===== src/rtl/core/tcw_pkg.sv =====
// ---------------------------------------------------------------------------
// tcw_pkg: shared types and constants of the text console writer
// Word layouts of both channels, opcodes, control characters, register
// indexes and reset values.
// ---------------------------------------------------------------------------
`default_nettype none

package tcw_pkg;

  typedef struct packed {
    logic [2:0]  opcode;
    logic [7:0]  char_code;
    logic [11:0] operand;
  } tcw_in_t;

  typedef struct packed {
    logic [6:0]  cursor_col;
    logic [4:0]  cursor_row;
    logic [11:0] cursor_offset;
    logic        cursor_visible;
    logic [7:0]  current_attr;
    logic        escape_pending;
    logic [15:0] read_data;
  } tcw_out_t;

  localparam logic [2:0] OP_PUT    = 3'd0;
  localparam logic [2:0] OP_CLEAR  = 3'd1;
  localparam logic [2:0] OP_SCROLL = 3'd2;
  localparam logic [2:0] OP_SETCOL = 3'd3;
  localparam logic [2:0] OP_SETROW = 3'd4;
  localparam logic [2:0] OP_ATTR   = 3'd5;
  localparam logic [2:0] OP_READ   = 3'd6;

  localparam logic [1:0] CFG_COLUMNS = 2'd0;
  localparam logic [1:0] CFG_ROWS    = 2'd1;
  localparam logic [1:0] CFG_TAB     = 2'd2;
  localparam logic [1:0] CFG_CURSOR  = 2'd3;

  localparam logic [7:0] CH_BELL = 8'd7;
  localparam logic [7:0] CH_TAB  = 8'd9;
  localparam logic [7:0] CH_LF   = 8'd10;
  localparam logic [7:0] CH_CR   = 8'd13;
  localparam logic [7:0] CH_BLANK = 8'h20;

  localparam logic [7:0] RESET_ATTR    = 8'h07;
  localparam logic [7:0] RESET_COLUMNS = 8'd80;
  localparam logic [5:0] RESET_ROWS    = 6'd25;
  localparam logic [4:0] RESET_TAB     = 5'd4;

  // Shared divider geometry.
  localparam int DIV_NW = 12;
  localparam int DIV_DW = 9;
  localparam int DIV_CW = 4;

endpackage

`default_nettype wire


===== src/rtl/core/tcw_div.sv =====
// ---------------------------------------------------------------------------
// tcw_div: shared restoring divider
// One quotient bit per cycle; gives quotient and remainder of an unsigned
// 12-bit dividend by a nonzero 9-bit divisor, with a done pulse.
// ---------------------------------------------------------------------------
`default_nettype none

module tcw_div (
  input  wire logic                       clk,
  input  wire logic                       rst,
  input  wire logic                       start,
  input  wire logic [tcw_pkg::DIV_NW-1:0] dividend,
  input  wire logic [tcw_pkg::DIV_DW-1:0] divisor,
  output logic                            done,
  output logic [tcw_pkg::DIV_NW-1:0]      quot,
  output logic [tcw_pkg::DIV_DW-1:0]      rem
);
  import tcw_pkg::*;

  logic              busy;
  logic [DIV_CW-1:0] cnt;
  logic [DIV_DW-1:0] den;
  logic [DIV_DW:0]   shifted;
  logic [DIV_DW:0]   trial;

  assign shifted = {rem, quot[DIV_NW-1]};
  assign trial   = shifted - {1'b0, den};

  always_ff @(posedge clk) begin
    if (rst) begin
      busy <= 1'b0;
      done <= 1'b0;
      cnt  <= '0;
    end else begin
      done <= 1'b0;
      if (start) begin
        busy <= 1'b1;
        cnt  <= DIV_CW'(DIV_NW);
      end else if (busy) begin
        cnt <= cnt - 1'b1;
        if (cnt == DIV_CW'(1)) begin
          busy <= 1'b0;
          done <= 1'b1;
        end
      end
    end
  end

  always_ff @(posedge clk) begin
    if (start) begin
      quot <= dividend;
      rem  <= '0;
      den  <= divisor;
    end else if (busy) begin
      // The remainder stays below the divisor, so a fitting trial never overflows.
      if (shifted >= {1'b0, den}) begin
        rem <= trial[DIV_DW-1:0];
      end else begin
        rem <= shifted[DIV_DW-1:0];
      end
      quot <= {quot[DIV_NW-2:0], shifted >= {1'b0, den}};
    end
  end

endmodule

`default_nettype wire


===== config.mk =====
export PLATFORM = sky130hd
export DESIGN_NAME = tcw_div
export DESIGN_NICKNAME = d
export VERILOG_FILES = /design/src/rtl/core/tcw_pkg.sv /design/src/rtl/core/tcw_div.sv
export SDC_FILE = /design/constraint.sdc
export NUM_CORES = 1
export LEC_CHECK = 0
export BUFFER_PORTS_ARGS = -buffer_cell sky130_fd_sc_hd__buf_2
export CORE_ASPECT_RATIO = 0.8
export CORE_MARGIN = 2
export CORE_UTILIZATION = 40
export CTS_BUF_LIST = sky130_fd_sc_hd__clkbuf_4
export DETAILED_ROUTE_END_ITERATION = 12
export PLACE_DENSITY = 0.74
export SLEW_MARGIN = 30
export SYNTH_ARGS = -nofsm -noshare
export SYNTH_HDL_FRONTEND = slang
export SYNTH_SLANG_ARGS = --single-unit

===== constraint.sdc =====
create_clock -name clk -period 3.5 [get_ports clk]
set_input_delay 0.7 -clock clk [delete_from_list [all_inputs] [get_ports clk]]
set_output_delay 0.7 -clock clk [all_outputs]
set_load 0.05 [all_outputs]

==> impl_metrics.env <==
export IMPL_status="complete, no violations"
export IMPL_leakage_uw=0.00100
export IMPL_crit_chain="inv_1 -> ha_1 -> inv_1 -> fa_1 -> a211oi_2 -> o31ai_2 -> a211oi_4 -> buf_4 -> mux2i_1 -> a211oi_1"
export IMPL_final_util_pct=49.0
export IMPL_crit_path_top_delay_cell="edfxtp_1"
export IMPL_dp_hpwl_mm=2.62
export IMPL_fin_worst_skew_ns=0.0119
export IMPL_clk_path_buf_depth=2
export IMPL_clock_sinks=36
export IMPL_setup_viol=0
export IMPL_met2WireLength_mm=1.51
export IMPL_grt_antenna_before_repair=0
export IMPL_wl_per_cell_um=12.9
export IMPL_cp_start_kind="flop"
export IMPL_ys_warn_count=0
export IMPL_arrival_ns=2.80
export IMPL_synth_seq_cells=36
export IMPL_highest_layer="met4"
export IMPL_critPathMaxFanout=8
export IMPL_synth_top_area_share_pct=33.0
export IMPL_clkTransAtPathRegs_ns=0.12
export IMPL_criticalPathCategory="flop to flop"
export IMPL_die_area_sq_um=5350
export IMPL_grt_first_pass_wirelength_mm=5.60
export IMPL_drt_met1_wl_mm=1.77
export IMPL_drc=0
export IMPL_ys_types=43
export IMPL_worstMarginPinSlew_ns=0.843
export IMPL_nFillCells=449
export IMPL_first_pass_iters=4
export IMPL_power_uw=1160
export IMPL_n_antenna_cell=0
export IMPL_grtUsageTotal_pct=14.0
export IMPL_coreArea_sq_um=4600
export IMPL_ios=46
export IMPL_synthArstFlopShare_pct=0
export IMPL_clockRootBuffer="clkbuf_4"
export IMPL_antenna_left=0
export IMPL_synth_nets=203
export IMPL_dp_cells=265
export IMPL_cts_buffers=5
export IMPL_drt_iter0_markers=59
export IMPL_hp_class="flop to flop"
export IMPL_postCtsSetupBuffers=0
export IMPL_ir_worst_vdd_v=0.000299
export IMPL_vias_per_cell=5.01
export IMPL_syn_area_sq_um=1910
export IMPL_syn_inst=167
export IMPL_rsz0062_at_grt="false"
export IMPL_cts_tree="built"
export IMPL_vias=1369
export IMPL_synth_area_leaders="edfxtp_1 (33%), dfxtp_1 (16%), ha_1 (7.2%)"
export IMPL_fmax_mhz=385
export IMPL_synth_ff_type="edfxtp_1"
export IMPL_postSynthAreaPerCell_sq_um=11.4
export IMPL_routed_wl_mm=3.53
export IMPL_power_density_nw_per_um2=514
export IMPL_die_w_um=81.2
export IMPL_hold_buffers=0
export IMPL_grt_pass1_vias=1242
export IMPL_cts_resized=0
export IMPL_h_tree_depth=2
export IMPL_cpPeakStageDelay_ns=0.42
export IMPL_wl_met3_um=200
export IMPL_stdcell_count=273
export IMPL_finalCritPeriodShare_pct=74.2
export IMPL_multiInputGateArea_sq_um=881
export IMPL_area_growth_syn_to_layout_pct=18.0
export IMPL_relSlewSlack_pct=43.8
export IMPL_fp_row_count=22
export IMPL_port_buffers=45
export IMPL_maxSlewViolCount=0
export IMPL_endpoint_kind="flop"
export IMPL_hold_viol_final=0
export IMPL_clock_latency_ns=0.34
export IMPL_grt_max_degree=41
export IMPL_grt_ovfl_total=0
export IMPL_cpMostUsedCell="inv_1"
export IMPL_mostFrequentLayoutCells="buf_2 (45), edfxtp_1 (21), nor2_1 (17), dfxtp_1 (15), inv_1 (14)"
export IMPL_gp_congestion=0.797
export IMPL_synth_edf_count=21
export IMPL_fin_setup_tns_ns=0
export IMPL_final_min_clock_period_ns=2.60
export IMPL_synth_top_cell_by_area="edfxtp_1"
export IMPL_drive_gt1_share_pct=37.1
export IMPL_final_nets=248
export IMPL_ys_seq_area_share_pct=48.8
export IMPL_mostFrequentLayoutCell="buf_2"
export IMPL_maxCapViolCount=0
export IMPL_die_height_um=65.8
export IMPL_required_ns=3.70
export IMPL_register_area_sq_um=931
export IMPL_initial_utilization_pct=41.5
==> through the flow <==
stage | instance area (sq um) | hold WS [ns] | setup WS, ns
detailed placement | 2170 | 0.503 | 0.890
global route | 2250 | 0.505 | 0.734
floorplan | 1910 | 0.469 | 0.754
global placement | 2170 | 0.488 | 0.992
finish | 2250 | 0.507 | 0.902
CTS | 2250 | 0.511 | 0.897
==> sequential cells by signal (all words and copies together) (netlist names) <==
| name | cells |
|---|---|
| den | 9 |
| busy | 1 |
| rem | 9 |
| quot | 12 |
| done | 1 |
| cnt | 4 |
==> report_power, final <==
| part | leakage, uW | switching (uW) | internal, uW |
|---|---|---|---|
| registers | 0.000333 | 30.8 | 492 |
| clock network | 0.0000412 | 147 | 149 |
| logic | 0.000631 | 213 | 124 |
| total | 0.00100 | 392 | 765 |
==> area by class of cell <==
type / instances / share of cell area, %
clock buffers: 5 / 1.67
multi-input cells: 109 / 39.1
inverters: 14 / 2.33
flip-flops and latches: 36 / 41.3
well taps: 60 / 3.33
clock inverters: 3 / 1.89
repair buffers: 46 / 10.3
==> metal layers <==
layer | track usage, % | vias up
li1 | - | 699
met1 | 18.6 | 634
met2 | 21.6 | 30
met3 | 4.37 | 6
met4 | 5.08 | 0
met5 | 0 | -
==> synthesized netlist by cell type (2+ instances only) <==
| cell | count |
|---|---|
| edfxtp_1 | 21 |
| nor2_1 | 17 |
| dfxtp_1 | 15 |
| inv_1 | 14 |
| mux2_2 | 12 |
| ha_1 | 11 |
| clkbuf_1 | 6 |
| nand2_1 | 6 |
| xnor2_1 | 5 |
| a211oi_1 | 4 |
| a21oi_1 | 4 |
| mux2i_1 | 4 |
| xor2_1 | 4 |
| a21o_1 | 3 |
| nor3_1 | 3 |
| a311oi_1 | 2 |
| buf_6 | 2 |
| nand2b_1 | 2 |
| nand4_1 | 2 |
| nand4b_1 | 2 |
| nor4b_1 | 2 |
| o21ai_0 | 2 |
| o311ai_0 | 2 |
| or2_2 | 2 |
| or3b_2 | 2 |
==> worst max-delay path, delay by kind of cell, from the launching register on <==
kind / cells / cell delay [ns]
adders and majority gates: 2 / 0.57
DFF: 1 / 0.42
buffers and inverters: 3 / 0.36
muxes: 1 / 0.20
AOI/OAI and AO/OA: 4 / 0.90
==> path summary, 6_finish.rpt <==
path / slack, ns / cells past startpoint / end / start
setup reg to reg: 0.90 / 10 / rem[1] / quot[11]
hold reg to reg: 0.51 / 2 / cnt[1] / cnt[1]
setup / recovery: 0.90 / 10 / rem[1] / quot[11]
hold / removal: 0.51 / 2 / cnt[1] / cnt[1]
==> cell families (layout without fill, tap and decap cells) <==
group	count (synthesis)	after routing	share of synthesized area, %
flops	36	36	48.8
compound gates	28	28	12.2
xor+xnor	9	9	4.13
simple gates	44	44	12.4
buf+inv	22	68	5.11
mux	16	16	9.17
fa+ha+maj	12	12	8.26
(Power assumes the default switching activity.)
